## config.mk

```make
export PLATFORM = sky130hd
export DESIGN_NAME = usb_split_interrupt_in_poller
export DESIGN_NICKNAME = d
export VERILOG_FILES = /design/src/hdl/usip_pkg.sv /design/src/hdl/usip_ring.sv /design/src/hdl/usip_ctrl.sv /design/src/hdl/usb_split_interrupt_in_poller.sv
export SDC_FILE = /design/constraint.sdc
export NUM_CORES = 1
export LEC_CHECK = 0
export BUFFER_PORTS_ARGS = -buffer_cell sky130_fd_sc_hd__buf_2
export CORE_MARGIN = 3
export CORE_UTILIZATION = 55
export CTS_CLUSTER_SIZE = 30
export DETAILED_ROUTE_END_ITERATION = 6
export PLACE_DENSITY = 0.79
export SYNTH_ARGS = -nofsm -noshare
export SYNTH_HDL_FRONTEND = slang
export SYNTH_SLANG_ARGS = --single-unit
```

## constraint.sdc

```tcl
create_clock -name clk -period 7 [get_ports clk]
set_input_delay 0 -clock clk [delete_from_list [all_inputs] [get_ports clk]]
set_output_delay 0 -clock clk [all_outputs]
set_load 0.02 [all_outputs]
```

## src/hdl/usip_pkg.sv

```systemverilog
`timescale 1ns / 1ps
// ----------------------------------------------------------------------------
// usip_pkg
// Shared types, codes and constants of the split interrupt IN poller.
// ----------------------------------------------------------------------------
package usip_pkg;

  localparam int RING_DEPTH  = 16;
  localparam int PTR_W       = (RING_DEPTH > 1) ? $clog2(RING_DEPTH) : 1;
  localparam int FRAME_W     = 14;
  localparam int REPORT_W    = 64;
  localparam int BYTES_W     = 4;
  localparam int EVENT_W     = 3;
  localparam int ACTION_W    = 2;
  localparam int CFG_INDEX_W = 3;
  localparam int CFG_DATA_W  = 8;
  localparam int NYET_W      = 6;
  localparam int WAIT_W      = 6;
  localparam int WDOG_W      = 8;

  localparam logic [BYTES_W-1:0] REPORT_BYTES     = 4'd8;
  localparam logic [NYET_W-1:0]  NYET_LIMIT_RESET = 6'd50;
  localparam logic [WAIT_W-1:0]  SPLIT_WAIT_RESET = 6'd8;
  localparam logic [WDOG_W-1:0]  WATCHDOG_RESET   = 8'd5;
  localparam logic [NYET_W-1:0]  NYET_MAX         = 6'd63;
  localparam logic [WDOG_W-1:0]  TICKS_MAX        = 8'd255;

  localparam logic [ACTION_W-1:0] ACT_EVENT = 2'd0;
  localparam logic [ACTION_W-1:0] ACT_TICK  = 2'd1;
  localparam logic [ACTION_W-1:0] ACT_POP   = 2'd2;
  localparam logic [ACTION_W-1:0] ACT_START = 2'd3;

  localparam logic [EVENT_W-1:0] EV_NONE      = 3'd0;
  localparam logic [EVENT_W-1:0] EV_DATA      = 3'd1;
  localparam logic [EVENT_W-1:0] EV_NAK       = 3'd2;
  localparam logic [EVENT_W-1:0] EV_NYET      = 3'd3;
  localparam logic [EVENT_W-1:0] EV_ERROR     = 3'd4;
  localparam logic [EVENT_W-1:0] EV_WATCHDOG  = 3'd5;
  localparam logic [EVENT_W-1:0] EV_NOT_READY = 3'd6;

  localparam logic [CFG_INDEX_W-1:0] REG_DEVICE_PRESENT    = 3'd0;
  localparam logic [CFG_INDEX_W-1:0] REG_SPLIT_MODE        = 3'd1;
  localparam logic [CFG_INDEX_W-1:0] REG_NYET_RETRY_LIMIT  = 3'd2;
  localparam logic [CFG_INDEX_W-1:0] REG_SPLIT_WAIT_FRAMES = 3'd3;
  localparam logic [CFG_INDEX_W-1:0] REG_WATCHDOG_TICKS    = 3'd4;

  typedef struct packed {
    logic push;
    logic pop;
  } ring_req_t;

  typedef struct packed {
    logic empty;
    logic full;
  } ring_stat_t;

  typedef struct packed {
    logic [EVENT_W-1:0] event_kind;
    logic               start_transfer;
    logic               start_pid;
    logic               reenable_channel;
    logic               complete_split_phase;
    logic               disable_channel;
    logic               report_valid;
  } result_t;

endpackage

```

## src/hdl/usip_ring.sv

```systemverilog
`timescale 1ns / 1ps
// ----------------------------------------------------------------------------
// usip_ring
// Report ring: one synchronous memory with head and tail pointers; pushes
// are dropped when full, pops read through a registered data port.
// ----------------------------------------------------------------------------
module usip_ring (
  input  logic                           clk,
  input  logic                           rst,
  input  logic                           accept,
  input  usip_pkg::ring_req_t            req,
  input  logic [usip_pkg::REPORT_W-1:0]  report_in,
  output usip_pkg::ring_stat_t           stat,
  output logic [usip_pkg::REPORT_W-1:0]  rd_data
);

  logic [usip_pkg::REPORT_W-1:0] mem [usip_pkg::RING_DEPTH];
  logic [usip_pkg::PTR_W-1:0]    head;
  logic [usip_pkg::PTR_W-1:0]    tail;
  logic [usip_pkg::PTR_W-1:0]    head_next;
  logic [usip_pkg::PTR_W-1:0]    tail_next;
  logic                          do_push;
  logic                          do_pop;

  function automatic logic [usip_pkg::PTR_W-1:0] ptr_inc(
    input logic [usip_pkg::PTR_W-1:0] p
  );
    return (p == usip_pkg::PTR_W'(usip_pkg::RING_DEPTH - 1)) ? '0 : p + 1'b1;
  endfunction

  assign head_next  = ptr_inc(head);
  assign tail_next  = ptr_inc(tail);
  assign stat.empty = (head == tail);
  assign stat.full  = (head_next == tail);
  assign do_push    = accept & req.push & ~stat.full;
  assign do_pop     = accept & req.pop & ~stat.empty;

  always_ff @(posedge clk) begin
    if (do_push) begin
      mem[head] <= report_in;
    end
    if (do_pop) begin
      rd_data <= mem[tail];
    end
  end

  always_ff @(posedge clk) begin
    if (rst) begin
      head <= '0;
      tail <= '0;
    end else begin
      if (do_push) begin
        head <= head_next;
      end
      if (do_pop) begin
        tail <= tail_next;
      end
    end
  end

endmodule

```

## src/hdl/usip_ctrl.sv

```systemverilog
`timescale 1ns / 1ps
// ----------------------------------------------------------------------------
// usip_ctrl
// Configuration registers, split/toggle/watchdog state and the registered
// result of each accepted beat; issues push and pop requests to the ring.
// ----------------------------------------------------------------------------
module usip_ctrl (
  input  logic                              clk,
  input  logic                              rst,
  input  logic                              cfg_we,
  input  logic [usip_pkg::CFG_INDEX_W-1:0]  cfg_index,
  input  logic [usip_pkg::CFG_DATA_W-1:0]   cfg_data,
  input  logic                              accept,
  input  logic [usip_pkg::ACTION_W-1:0]     action,
  input  logic                              xfer_complete,
  input  logic                              halted,
  input  logic                              got_ack,
  input  logic                              got_nyet,
  input  logic                              got_nak,
  input  logic                              got_error,
  input  logic [usip_pkg::FRAME_W-1:0]      frame_number,
  input  logic [usip_pkg::BYTES_W-1:0]      bytes_remaining,
  input  logic                              channel_active,
  input  usip_pkg::ring_stat_t              ring_stat,
  output usip_pkg::ring_req_t               ring_req,
  output usip_pkg::result_t                 result
);

  logic                          device_present;
  logic                          split_mode;
  logic [usip_pkg::NYET_W-1:0]   nyet_retry_limit;
  logic [usip_pkg::WAIT_W-1:0]   split_wait_frames;
  logic [usip_pkg::WDOG_W-1:0]   watchdog_ticks;

  logic                          data_toggle;
  logic                          in_complete_split;
  logic [usip_pkg::FRAME_W-1:0]  cs_start_frame;
  logic [usip_pkg::NYET_W-1:0]   nyet_count;
  logic                          transfer_pending;
  logic [usip_pkg::WDOG_W-1:0]   ticks_since_start;

  logic                          data_toggle_next;
  logic                          in_complete_split_next;
  logic [usip_pkg::FRAME_W-1:0]  cs_start_frame_next;
  logic [usip_pkg::NYET_W-1:0]   nyet_count_next;
  logic                          transfer_pending_next;
  logic [usip_pkg::WDOG_W-1:0]   ticks_since_start_next;
  usip_pkg::result_t             result_next;

  logic [usip_pkg::FRAME_W-1:0]  frame_delta;
  logic                          waited_enough;
  logic                          has_bytes;
  logic                          restart;
  logic                          handled;
  logic                          want_fresh;

  assign frame_delta   = frame_number - cs_start_frame;
  assign waited_enough = frame_delta >= usip_pkg::FRAME_W'(split_wait_frames);
  assign has_bytes     = bytes_remaining < usip_pkg::REPORT_BYTES;

  always_ff @(posedge clk) begin
    if (rst) begin
      device_present    <= 1'b0;
      split_mode        <= 1'b0;
      nyet_retry_limit  <= usip_pkg::NYET_LIMIT_RESET;
      split_wait_frames <= usip_pkg::SPLIT_WAIT_RESET;
      watchdog_ticks    <= usip_pkg::WATCHDOG_RESET;
    end else if (cfg_we) begin
      unique case (cfg_index)
        usip_pkg::REG_DEVICE_PRESENT:    device_present    <= cfg_data[0];
        usip_pkg::REG_SPLIT_MODE:        split_mode        <= cfg_data[0];
        usip_pkg::REG_NYET_RETRY_LIMIT:  nyet_retry_limit  <= cfg_data[usip_pkg::NYET_W-1:0];
        usip_pkg::REG_SPLIT_WAIT_FRAMES: split_wait_frames <= cfg_data[usip_pkg::WAIT_W-1:0];
        usip_pkg::REG_WATCHDOG_TICKS:    watchdog_ticks    <= cfg_data[usip_pkg::WDOG_W-1:0];
        default: ;
      endcase
    end
  end

  always_comb begin
    data_toggle_next       = data_toggle;
    in_complete_split_next = in_complete_split;
    cs_start_frame_next    = cs_start_frame;
    nyet_count_next        = nyet_count;
    transfer_pending_next  = transfer_pending;
    ticks_since_start_next = ticks_since_start;
    result_next            = '0;
    ring_req               = '0;
    restart                = 1'b0;
    handled                = 1'b0;
    want_fresh             = 1'b0;

    if (!device_present) begin
      result_next.event_kind = usip_pkg::EV_NOT_READY;
    end else begin
      unique case (action)
        usip_pkg::ACT_EVENT: begin
          restart = 1'b1;
          if (xfer_complete) begin
            data_toggle_next = ~data_toggle;
            ring_req.push    = has_bytes;
            if (split_mode) begin
              in_complete_split_next = 1'b0;
            end
            result_next.event_kind = usip_pkg::EV_DATA;
          end else if (halted) begin
            if (split_mode) begin
              if (!in_complete_split && (got_ack || got_nyet)) begin
                in_complete_split_next = 1'b1;
                cs_start_frame_next    = frame_number;
                nyet_count_next        = '0;
                restart                = 1'b0;
                handled                = 1'b1;
              end else if (in_complete_split && got_nyet) begin
                handled = 1'b1;
                if (nyet_count != usip_pkg::NYET_MAX) begin
                  nyet_count_next = nyet_count + 1'b1;
                end
                if (nyet_count_next >= nyet_retry_limit) begin
                  in_complete_split_next = 1'b0;
                  nyet_count_next        = '0;
                  result_next.event_kind = usip_pkg::EV_ERROR;
                end else begin
                  result_next.reenable_channel = waited_enough;
                  result_next.event_kind       = usip_pkg::EV_NYET;
                  restart                      = 1'b0;
                end
              end
              if (!handled) begin
                if (in_complete_split && got_ack) begin
                  data_toggle_next       = ~data_toggle;
                  ring_req.push          = has_bytes;
                  in_complete_split_next = 1'b0;
                  result_next.event_kind = usip_pkg::EV_DATA;
                end else if (got_nak) begin
                  in_complete_split_next = 1'b0;
                  result_next.event_kind = usip_pkg::EV_NAK;
                end else if (got_error) begin
                  in_complete_split_next = 1'b0;
                  result_next.event_kind = usip_pkg::EV_ERROR;
                end
              end
            end else begin
              if (got_ack) begin
                data_toggle_next       = ~data_toggle;
                ring_req.push          = has_bytes;
                result_next.event_kind = usip_pkg::EV_DATA;
              end else if (got_nak) begin
                result_next.event_kind = usip_pkg::EV_NAK;
              end else if (got_error) begin
                result_next.event_kind = usip_pkg::EV_ERROR;
              end
            end
          end
          if (restart) begin
            transfer_pending_next = 1'b0;
            want_fresh            = ~channel_active;
          end
        end
        usip_pkg::ACT_TICK: begin
          if (ticks_since_start != usip_pkg::TICKS_MAX) begin
            ticks_since_start_next = ticks_since_start + 1'b1;
          end
          if (in_complete_split && !channel_active) begin
            result_next.reenable_channel = waited_enough;
          end else if (transfer_pending && ticks_since_start_next >= watchdog_ticks) begin
            result_next.event_kind      = usip_pkg::EV_WATCHDOG;
            result_next.disable_channel = channel_active;
            want_fresh                  = 1'b1;
          end else if (!transfer_pending && !channel_active) begin
            want_fresh = 1'b1;
          end
        end
        usip_pkg::ACT_POP: begin
          ring_req.pop             = 1'b1;
          result_next.report_valid = ~ring_stat.empty;
        end
        usip_pkg::ACT_START: begin
          if (!transfer_pending) begin
            if (channel_active) begin
              result_next.disable_channel = 1'b1;
            end else begin
              want_fresh = 1'b1;
            end
          end
        end
        default: ;
      endcase

      if (want_fresh) begin
        transfer_pending_next      = 1'b1;
        ticks_since_start_next     = '0;
        nyet_count_next            = '0;
        cs_start_frame_next        = '0;
        in_complete_split_next     = 1'b0;
        result_next.start_transfer = 1'b1;
        result_next.start_pid      = data_toggle_next;
      end
    end

    result_next.complete_split_phase = in_complete_split_next;
  end

  always_ff @(posedge clk) begin
    if (rst) begin
      data_toggle       <= 1'b0;
      in_complete_split <= 1'b0;
      cs_start_frame    <= '0;
      nyet_count        <= '0;
      transfer_pending  <= 1'b0;
      ticks_since_start <= '0;
    end else if (accept) begin
      data_toggle       <= data_toggle_next;
      in_complete_split <= in_complete_split_next;
      cs_start_frame    <= cs_start_frame_next;
      nyet_count        <= nyet_count_next;
      transfer_pending  <= transfer_pending_next;
      ticks_since_start <= ticks_since_start_next;
    end
  end

  always_ff @(posedge clk) begin
    if (accept) begin
      result <= result_next;
    end
  end

endmodule

```

## src/hdl/usb_split_interrupt_in_poller.sv

```systemverilog
`timescale 1ns / 1ps
// ----------------------------------------------------------------------------
// usb_split_interrupt_in_poller
// Interrupt IN poller for one 8-byte HID pipe with split transactions,
// data toggle, NYET limit, deferred complete-split, watchdog and report ring.
// ----------------------------------------------------------------------------
//  channel  handshake                beat
//  in       in_valid / in_ready      action, status flags, frame, bytes, report
//  out      out_valid / out_ready    event, start/pid, reenable, phase, report
//  cfg      cfg_we (no wait)         cfg_index, cfg_data
//
// one beat per cycle; each result appears in the cycle after its input beat,
// held in the output register with the ring's registered read port
// a new input beat is taken whenever the output register is empty or being
// drained in the same cycle
// report ring memory has undefined contents after reset; no clearing pass
// synchronous active-high reset clears pointers, state and configuration
module usb_split_interrupt_in_poller (
  input  logic                              clk,
  input  logic                              rst,
  input  logic                              cfg_we,
  input  logic [usip_pkg::CFG_INDEX_W-1:0]  cfg_index,
  input  logic [usip_pkg::CFG_DATA_W-1:0]   cfg_data,
  input  logic                              in_valid,
  output logic                              in_ready,
  input  logic [usip_pkg::ACTION_W-1:0]     action,
  input  logic                              xfer_complete,
  input  logic                              halted,
  input  logic                              got_ack,
  input  logic                              got_nyet,
  input  logic                              got_nak,
  input  logic                              got_error,
  input  logic [usip_pkg::FRAME_W-1:0]      frame_number,
  input  logic [usip_pkg::BYTES_W-1:0]      bytes_remaining,
  input  logic [usip_pkg::REPORT_W-1:0]     report_in,
  input  logic                              channel_active,
  output logic                              out_valid,
  input  logic                              out_ready,
  output logic [usip_pkg::EVENT_W-1:0]      event_kind,
  output logic                              start_transfer,
  output logic                              start_pid,
  output logic                              reenable_channel,
  output logic                              complete_split_phase,
  output logic                              disable_channel,
  output logic                              report_valid,
  output logic [usip_pkg::REPORT_W-1:0]     report_out
);

  logic                           accept;
  usip_pkg::ring_req_t            ring_req;
  usip_pkg::ring_stat_t           ring_stat;
  usip_pkg::result_t              result;
  logic [usip_pkg::REPORT_W-1:0]  rd_data;

  assign in_ready = ~out_valid | out_ready;
  assign accept   = in_valid & in_ready;

  always_ff @(posedge clk) begin
    if (rst) begin
      out_valid <= 1'b0;
    end else if (in_ready) begin
      out_valid <= in_valid;
    end
  end

  usip_ctrl u_ctrl (
    .clk             (clk),
    .rst             (rst),
    .cfg_we          (cfg_we),
    .cfg_index       (cfg_index),
    .cfg_data        (cfg_data),
    .accept          (accept),
    .action          (action),
    .xfer_complete   (xfer_complete),
    .halted          (halted),
    .got_ack         (got_ack),
    .got_nyet        (got_nyet),
    .got_nak         (got_nak),
    .got_error       (got_error),
    .frame_number    (frame_number),
    .bytes_remaining (bytes_remaining),
    .channel_active  (channel_active),
    .ring_stat       (ring_stat),
    .ring_req        (ring_req),
    .result          (result)
  );

  usip_ring u_ring (
    .clk       (clk),
    .rst       (rst),
    .accept    (accept),
    .req       (ring_req),
    .report_in (report_in),
    .stat      (ring_stat),
    .rd_data   (rd_data)
  );

  assign event_kind           = result.event_kind;
  assign start_transfer       = result.start_transfer;
  assign start_pid            = result.start_pid;
  assign reenable_channel     = result.reenable_channel;
  assign complete_split_phase = result.complete_split_phase;
  assign disable_channel      = result.disable_channel;
  assign report_valid         = result.report_valid;
  assign report_out           = result.report_valid ? rd_data : '0;

endmodule

```

==> results.txt, run 1 <==
----------------------------------------------------
[Run status]
  Status ... finished, final reports clean

[STA]
  Worst-case headroom to the max-slew limit ... 20.7%
  Worst slew pin tran ... 1190 ps
  Final Cycle Share ... 60.8%
  Accumulated negative setup slack ... 0 ps
  Number of setup violations in the final report ... 0
  RSZ-0062 raised after global routing ... false
  Hold Worst Slack ... 71.1 ps
  Tmin final ... 4260 ps
  Final max-slew violation count ... 0
  Number of hold violations in the final report ... 0
  Clock tree skew after final layout ... 17.9 ps
  Maximum clock frequency ... 235 MHz

[Clock network]
  TritonCTS buffer count ... 110
  Root buf cell ... clkbuf_16
  Number of setup buffers added after CTS ... 0
  Clock tree from TritonCTS ... yes
  H-tree depth reported by CTS ... 3
  Clock Path Buffers ... 3
  Resize count post-CTS ... 0
  Clk Latency, worst-skew pair ... 660 ps
  Clock net sink count ... 1159
  Clock slew seen by the registers of the worst setup and hold paths ... 60 ps

[Layout]
  Area taken by multi-input logic gates ... 0.0107 mm2
  Number of inserted filler cells in the final layout ... 5022
  Number of nets in the layout ... 2650
  Fraction of final layout cells with drive strength greater than 1 ... 28.4%
  Most frequent cells in the layout ... edfxtp_1, mux4_2, buf_2
  Most frequent standard cell in the layout excluding fill and tap cells ... edfxtp_1
  Sequential Area ... 0.0342 mm2
  Area growth, synth to finish ... 15.5%

[Route]
  Post-DRT Antenna Nets ... 0
  Detailed Route WL ... 106000 um
  Routed wirelength normalized by instance count ... 28.9 um
  Number of vias after detailed routing ... 23300
  # DRC ... 0
  Average vias per placed instance ... 6.36
  Initial drt markers ... 2644
  Length of the first detailed-routing pass in iterations ... 6

[Global route]
  Overall global routing resource usage ... 25.0%
  Global-route met3 utilization ... 3.82%
  First-pass GRT wire length ... 159000 um
  Global routing met2 resource utilization ... 42.6%
  Largest net degree at the start of global routing ... 130
  Global routing's busiest layer ... met2
  Antenna violations before repair ... 7
  Grt total ovfl ... 0
  Met1 usage in global routing ... 32.9%
  Number of global-route vias before repair ... 24600

[Setup path]
  Largest fanout of any net on the critical path ... 58
  CP required ... 7270 ps
  Worst-case register-to-register setup slack ... 2740 ps
  Critical Path AT ... 4530 ps
  CP Launch Type ... flop
  Worst Setup End Kind ... flop
  Worst setup path category ... flop to flop

[Die]
  Die Ht ... 293 um
  Core area ... 0.0812 mm2
  # IOs ... 182
  Starting density of the core ... 55.9%
  Chip Width ... 293 um
  Placement Rows ... 104
  Die outline area ... 0.0861 mm2

[Pwr]
  Leakage power of the design ... 16.7 nW
  Worst-case vdd ir drop ... 0.000210 V
  Final Power ... 0.0137 W
  Total power divided by cell area ... 262 mW/mm2

[Logic synthesis]
  Post-synth EDFFs ... 1097
  Mean post-synth cell area ... 21.1 um2
  Post-Synthesis Net Count ... 2296
  Cells after synthesis ... 2148
  Yosys cell types ... 59
  Share of the yosys chip area belonging to registers ... 75.3%
  Share of async-settable or async-resettable flops after synthesis ... 0%
  Flip-flop and latch count after synthesis ... 1159
  Number of warnings reported in the yosys synthesis log ... 0
  Dominant register cell in the synthesized netlist ... edfxtp_1
  Summed instance area of the synthesized netlist ... 0.0454 mm2

[Place]
  Global placement routability congestion ... 0.874
  Estimated wirelength of the detail-placed design ... 53500 um
  Quantity of I/O buffers inserted on ports ... 178

[Hold path]
  Type of the worst min-delay path ... primary input to flop

[Run]
  Number of maximum-capacitance constraint violations ... 0

----------------------------------------------------
report_power, final:
group,total [W],internal (W),switching (W)
Sequential,0.00758,0.00757,0.00000508
Combinational,0.000287,0.000104,0.000183
Clock,0.00586,0.00332,0.00253
critical path, stage by stage, from the launching register on:
cell	delay (ps)
dfxtp_1	680
nand2_1	420
o22ai_1	310
xor2_1	140
a2111oi_4	700
nand2_2	300
nor2_4	300
buf_4	960
sequential cells by signal, summed over array words and instances (netlist names), 6 cells and up:
signal / count
u_ctrl.cs_start_frame: 14
u_ctrl.nyet_count: 6
u_ctrl.nyet_retry_limit: 6
u_ctrl.result: 9
u_ctrl.split_wait_frames: 6
u_ctrl.ticks_since_start: 8
u_ctrl.watchdog_ticks: 8
u_ring.mem: 1024
u_ring.rd_data: 64
per-layer routing:
| metal | vias to the layer above | part of all wire (%) |
|---|---|---|
| met1 | 12000 | 37 |
| li1 | 9607 | - |
| met3 | 281 | 8.0 |
| met4 | 2 | 3.7 |
| met2 | 1334 | 52 |
| met5 | - | 0.012 |
timing repair:
action                     4_1_cts  5_1_grt
setup endpoints to repair        0        0
hold endpoints to repair      1091        0
hold buffers                   120        0
synthesized netlist by cell type, types with 5 or more instances:
cell	n	area, um2
edfxtp_1	1097	32900
mux4_2	320	7210
and2_1	70	438
nor2_1	64	240
dfxtp_1	62	1240
nand2_1	54	203
inv_1	51	191
a21oi_1	46	230
clkbuf_1	44	165
ha_1	40	500
buf_2	34	170
o21ai_0	26	130
nand3_1	21	105
buf_1	17	63.8
nor3_1	15	75.1
a22o_1	13	114
mux2i_1	13	130
xnor2_1	13	114
a21o_1	12	90.1
nand2b_1	12	75.1
a31oi_1	10	62.6
and3_1	9	56.3
a21boi_0	7	52.6
o21a_1	7	52.6
xor2_1	7	61.3
a211o_1	6	52.6
nor2b_1	6	37.5
a22oi_1	5	37.5
nand4_1	5	31.3
cell families after synthesis:
| group | after synthesis | share of synthesized area, % |
|---|---|---|
| DFF | 1159 | 75.3 |
| muxes | 337 | 16.3 |
| and+or+nand+nor | 280 | 3.18 |
| AOI/OAI and AO/OA | 162 | 2.43 |
| buffers and inverters | 149 | 1.35 |
| adders and majority gates | 41 | 1.15 |
| xor gates and xnor gates | 20 | 0.386 |
final timing paths:
path | from | end | cells past startpoint
setup reg to reg | u_ring.head[2]$_SDFFE_PP0P_ | u_ring.mem[15][16]$_DFFE_PP_ | 7
hold reg to reg | u_ctrl.split_wait_frames[3]$_SDFFE_PP1P_ | u_ctrl.split_wait_frames[3]$_SDFFE_PP1P_ | 1
setup / recovery | u_ring.head[2]$_SDFFE_PP0P_ | u_ring.mem[15][16]$_DFFE_PP_ | 7
hold / removal | got_ack | u_ctrl.data_toggle$_SDFFE_PP0P_ | 5
final cells by class:
class | count | share of cell area [%]
flip-flops and latches | 1159 | 65.2
multi-input cells | 840 | 20.5
clock buffers | 142 | 5.80
repair buffers | 340 | 4.61
well taps | 1060 | 2.53
clock inverters | 60 | 0.959
inverters | 51 | 0.365
diodes | 8 | 0.0382
metrics by stage:
stage / setup WS [ps] / utilization (%) / cells / instance area (um2)
after detailed placement: 2880 / 58.7 / 3330 / 47700
final: 2740 / 64.6 / 3660 / 52400
after CTS: 2760 / 64.6 / 3652 / 52400
after floorplan: 292 / - / 2148 / 45400
after global routing: 2500 / 64.6 / 3655 / 52400
after global placement: 2940 / 58.7 / 3330 / 47700
(Power assumes the default switching activity.)
==> inputs of run 2 (changes only) <==
--- a/config.mk
+++ b/config.mk
@@ -5,12 +5,13 @@
 export SDC_FILE = /design/constraint.sdc
 export NUM_CORES = 1
 export LEC_CHECK = 0
+export ABC_AREA = 1
 export BUFFER_PORTS_ARGS = -buffer_cell sky130_fd_sc_hd__buf_2
 export CORE_MARGIN = 3
-export CORE_UTILIZATION = 55
+export CORE_UTILIZATION = 56
 export CTS_CLUSTER_SIZE = 30
 export DETAILED_ROUTE_END_ITERATION = 6
-export PLACE_DENSITY = 0.79
+export PLACE_DENSITY = 0.8
 export SYNTH_ARGS = -nofsm -noshare
 export SYNTH_HDL_FRONTEND = slang
 export SYNTH_SLANG_ARGS = --single-unit
==> constraint.sdc (replaced) <==
create_clock -name clk -period 3.9 [get_ports clk]
set_input_delay 0 -clock clk [delete_from_list [all_inputs] [get_ports clk]]
set_output_delay 0 -clock clk [all_outputs]
set_load 0.02 [all_outputs]
==> run 2 against run 1 <==
Synthesized cell count up 68%; first-iteration DRC count up 41%; sequential cell count unchanged; combinational power up 99%; count of clock-buffer cells in the layout down 14; cell area up 3.3%; global-route usage down 0.20 points; register-to-register slack worse by 2400 ps; sequential power up 79%; area after synthesis up 3.1%; sequential share of layout area down 2.1 points; largest power group unchanged.
==> results.txt, run 2 <==
----------------------------------------------------
[Pwr]
  Total power divided by cell area ... 461 mW/mm2
  Final Power ... 0.0250 W
  Leakage power of the design ... 18.5 nW
  Worst-case vdd ir drop ... 0.000446 V

[STA]
  Worst slew pin tran ... 1320 ps
  Hold Worst Slack ... 222 ps
  Maximum clock frequency ... 279 MHz
  Tmin final ... 3580 ps
  Accumulated negative setup slack ... 0 ps
  Number of setup violations in the final report ... 0
  Final max-slew violation count ... 0
  Clock tree skew after final layout ... 60.3 ps
  RSZ-0062 raised after global routing ... false
  Worst-case headroom to the max-slew limit ... 11.8%
  Final Cycle Share ... 91.8%
  Number of hold violations in the final report ... 0

[Die]
  Die outline area ... 0.0871 mm2
  Placement Rows ... 105
  # IOs ... 182
  Starting density of the core ... 56.7%
  Die Ht ... 295 um
  Core area ... 0.0825 mm2
  Chip Width ... 295 um

[Run]
  Number of maximum-capacitance constraint violations ... 0

[Logic synthesis]
  Area leader, netlist ... edfxtp_1
  Share of the yosys chip area belonging to registers ... 73.0%
  Cells after synthesis ... 3609
  Top post-synthesis cells by count ... edfxtp_1, nor2_1, nand2_1, o21ai_0, inv_1
  Dominant register cell in the synthesized netlist ... edfxtp_1
  Mean post-synth cell area ... 13.0 um2
  Number of warnings reported in the yosys synthesis log ... 0
  Post-Synthesis Net Count ... 3757
  Largest cells by area after synthesis ... edfxtp_1, nor2_1, o21ai_0
  Count leader, synth ... edfxtp_1
  Post-synth EDFFs ... 1097
  Yosys cell types ... 48
  Flip-flop and latch count after synthesis ... 1159
  Summed instance area of the synthesized netlist ... 0.0468 mm2
  Share of async-settable or async-resettable flops after synthesis ... 0%
  Post-synth top area share ... 70.4%

[Layout]
  Flip-flop count of the largest register after layout ... 1024
  Most frequent standard cell in the layout excluding fill and tap cells ... edfxtp_1
  Most frequent cells in the layout ... edfxtp_1, nor2_1, nand2_1
  Area growth, synth to finish ... 15.7%
  Number of nets in the layout ... 4025
  Utilization after layout ... 65.7%
  Most flops, register ... u_ring.mem
  Registers with the highest flip-flop counts ... u_ring.mem (1024), u_ring.rd_data (64), u_ctrl.cs_start_frame (14)
  Fraction of final layout cells with drive strength greater than 1 ... 11.4%
  Final cell count without fillers ... 5043

[Clock network]
  Clock Path Buffers ... 3
  Root buf cell ... clkbuf_16
  Clock net sink count ... 1159
  Clk Latency, worst-skew pair ... 700 ps
  Number of setup buffers added after CTS ... 0
  TritonCTS buffer count ... 110
  Clock tree from TritonCTS ... yes
  Clock slew seen by the registers of the worst setup and hold paths ... 60 ps
  H-tree depth reported by CTS ... 3

[Route]
  Length of the first detailed-routing pass in iterations ... 5
  Average vias per placed instance ... 6.04
  Detailed Route WL ... 110000 um
  Routed wirelength normalized by instance count ... 21.7 um
  Post-DRT Antenna Nets ... 0
  # DRC ... 0
  Number of vias after detailed routing ... 30500
  Initial drt markers ... 3738

[Setup path]
  Endpoint of the worst-slack reg-to-reg timing path ... u_ctrl.transfer_pending$_SDFFE_PP0P_
  Worst setup path category ... flop to flop
  Largest fanout of any net on the critical path ... 6
  CP Launch Type ... flop
  CP startpoint ... u_ctrl.nyet_count[0]$_SDFFE_PP0P_
  Cell type with the highest occurrence count on the critical path ... nand2_1
  Number of cells on the worst reg-to-reg path ... 17
  Critical Path AT ... 4170 ps
  Cell breakdown of the critical path ... ha_1 -> nand3_1 -> nor2_1 -> nand2_1 -> o21ai_0 -> ha_1 -> nand2_1 -> inv_1 -> a21oi_1 -> nand2_1 -> nand2_1 -> nand3_2 -> dlygate4sd3_1 -> nand2_1 -> nand2_1 -> a21oi_1 -> dlygate4sd3_1
  Critical path endpoint ... u_ctrl.transfer_pending$_SDFFE_PP0P_
  CP required ... 4490 ps
  Worst-case register-to-register setup slack ... 320 ps
  Worst Setup End Kind ... flop
  Critical-path cell with the highest stage delay ... dlygate4sd3_1
  Delay of the slowest critical-path stage ... 580 ps
  Startpoint of the worst register-to-register path ... u_ctrl.nyet_count[0]$_SDFFE_PP0P_

[Global route]
  First-pass GRT wire length ... 167000 um
  Largest net degree at the start of global routing ... 273
  Antenna violations before repair ... 5
  Number of global-route vias before repair ... 29700
  Overall global routing resource usage ... 24.8%
  Grt total ovfl ... 0

[Place]
  Estimated wirelength of the detail-placed design ... 56900 um
  Quantity of I/O buffers inserted on ports ... 178
  Global placement routability congestion ... 0.850
  Placed insts ... 4707

[Run status]
  Status ... finished, final reports clean

[Hold path]
  Type of the worst min-delay path ... primary input to flop

----------------------------------------------------
[run 2: cell types whose count changed after synthesis, sizes merged, moves of 27 or more]
cell,before,now
and2,70,0
clkbuf,44,174
inv,51,184
mux2i,13,104
mux4,320,0
nand2,56,363
nand3,21,160
nor2,64,665
o211ai,3,30
o21ai,26,306
o221ai,0,104
o32ai,0,152
[run 2: metal layers]
layer  vias up  global-route usage, %  share of wire (%)
met1     14800                   33.2                 39
met2      1593                   41.4                 49
met5         -                      0                  0
met3       285                   3.97                8.5
li1      13800                      -                  -
met4         0                   9.56                3.3
[run 2: layout make-up]
cell class / instances / area, um2
Fill cell: 5513 / 28300
Antenna cell: 5 / 12.5
Inverter: 185 / 708
Multi-Input combinational cell: 2053 / 11200
Timing Repair Buffer: 368 / 2980
Clock inverter: 75 / 831
Sequential cell: 1159 / 34200
Tap cell: 1070 / 1340
Clock buffer: 128 / 2880
[run 2: metrics by stage]
stage	worst slack, ps	instance area (um2)
global placement	660	49200
CTS	371	54200
floorplan	-825	46800
global route	3.07	54200
finish	321	54200
detailed placement	515	49200
[run 2: how the worst min path moves through the flow]
stage	cells past startpoint	slack, ps	start	end
6_report	2	220	report_in[49]	u_ring.mem[8][49]$_DFFE_PP_
5_1_grt	4	210	cfg_data[2]	u_ctrl.watchdog_ticks[2]$_SDFFE_PP1P_
3_3_place_gp	4	290	out_ready	out_valid$_SDFFE_PP0N_
2_1_floorplan	0	100	report_in[0]	u_ring.mem[0][0]$_DFFE_PP_
3_5_place_dp	3	300	cfg_data[3]	u_ctrl.split_wait_frames[3]$_SDFFE_PP1P_
4_1_cts	4	180	cfg_data[2]	u_ctrl.watchdog_ticks[2]$_SDFFE_PP1P_
[run 2: worst max-delay path, delay by kind of cell (launching register included)]
family,cells,cell delay [ps]
buffers and inverters,3,1180
AND/OR/NAND/NOR,9,970
flip-flops,1,410
adder cells (fa/ha/maj),2,510
AO/OA/AOI/OAI,3,450
[run 2: report_power, final]
group	total, W	internal (W)	switching (W)
sequential	0.0136	0.0136	0.00000628
combinational	0.000570	0.000196	0.000375
clock	0.0108	0.00625	0.00456
total	0.0250	0.0200	0.00495
[run 2: cell families after synthesis]
logic type,synth area share [%]
simple gates,10.4
flops,73.0
compound gates,9.54
buf+inv,3.28
mux,2.27
fa+ha+maj,1.11
xor+xnor,0.393
[run 2: what timing repair did]
| item | CTS | global route |
|---|---|---|
| hold endpoints to repair | 1085 | 0 |
| hold buffers | 128 | 0 |
| gates resized for setup | 0 | 0 |
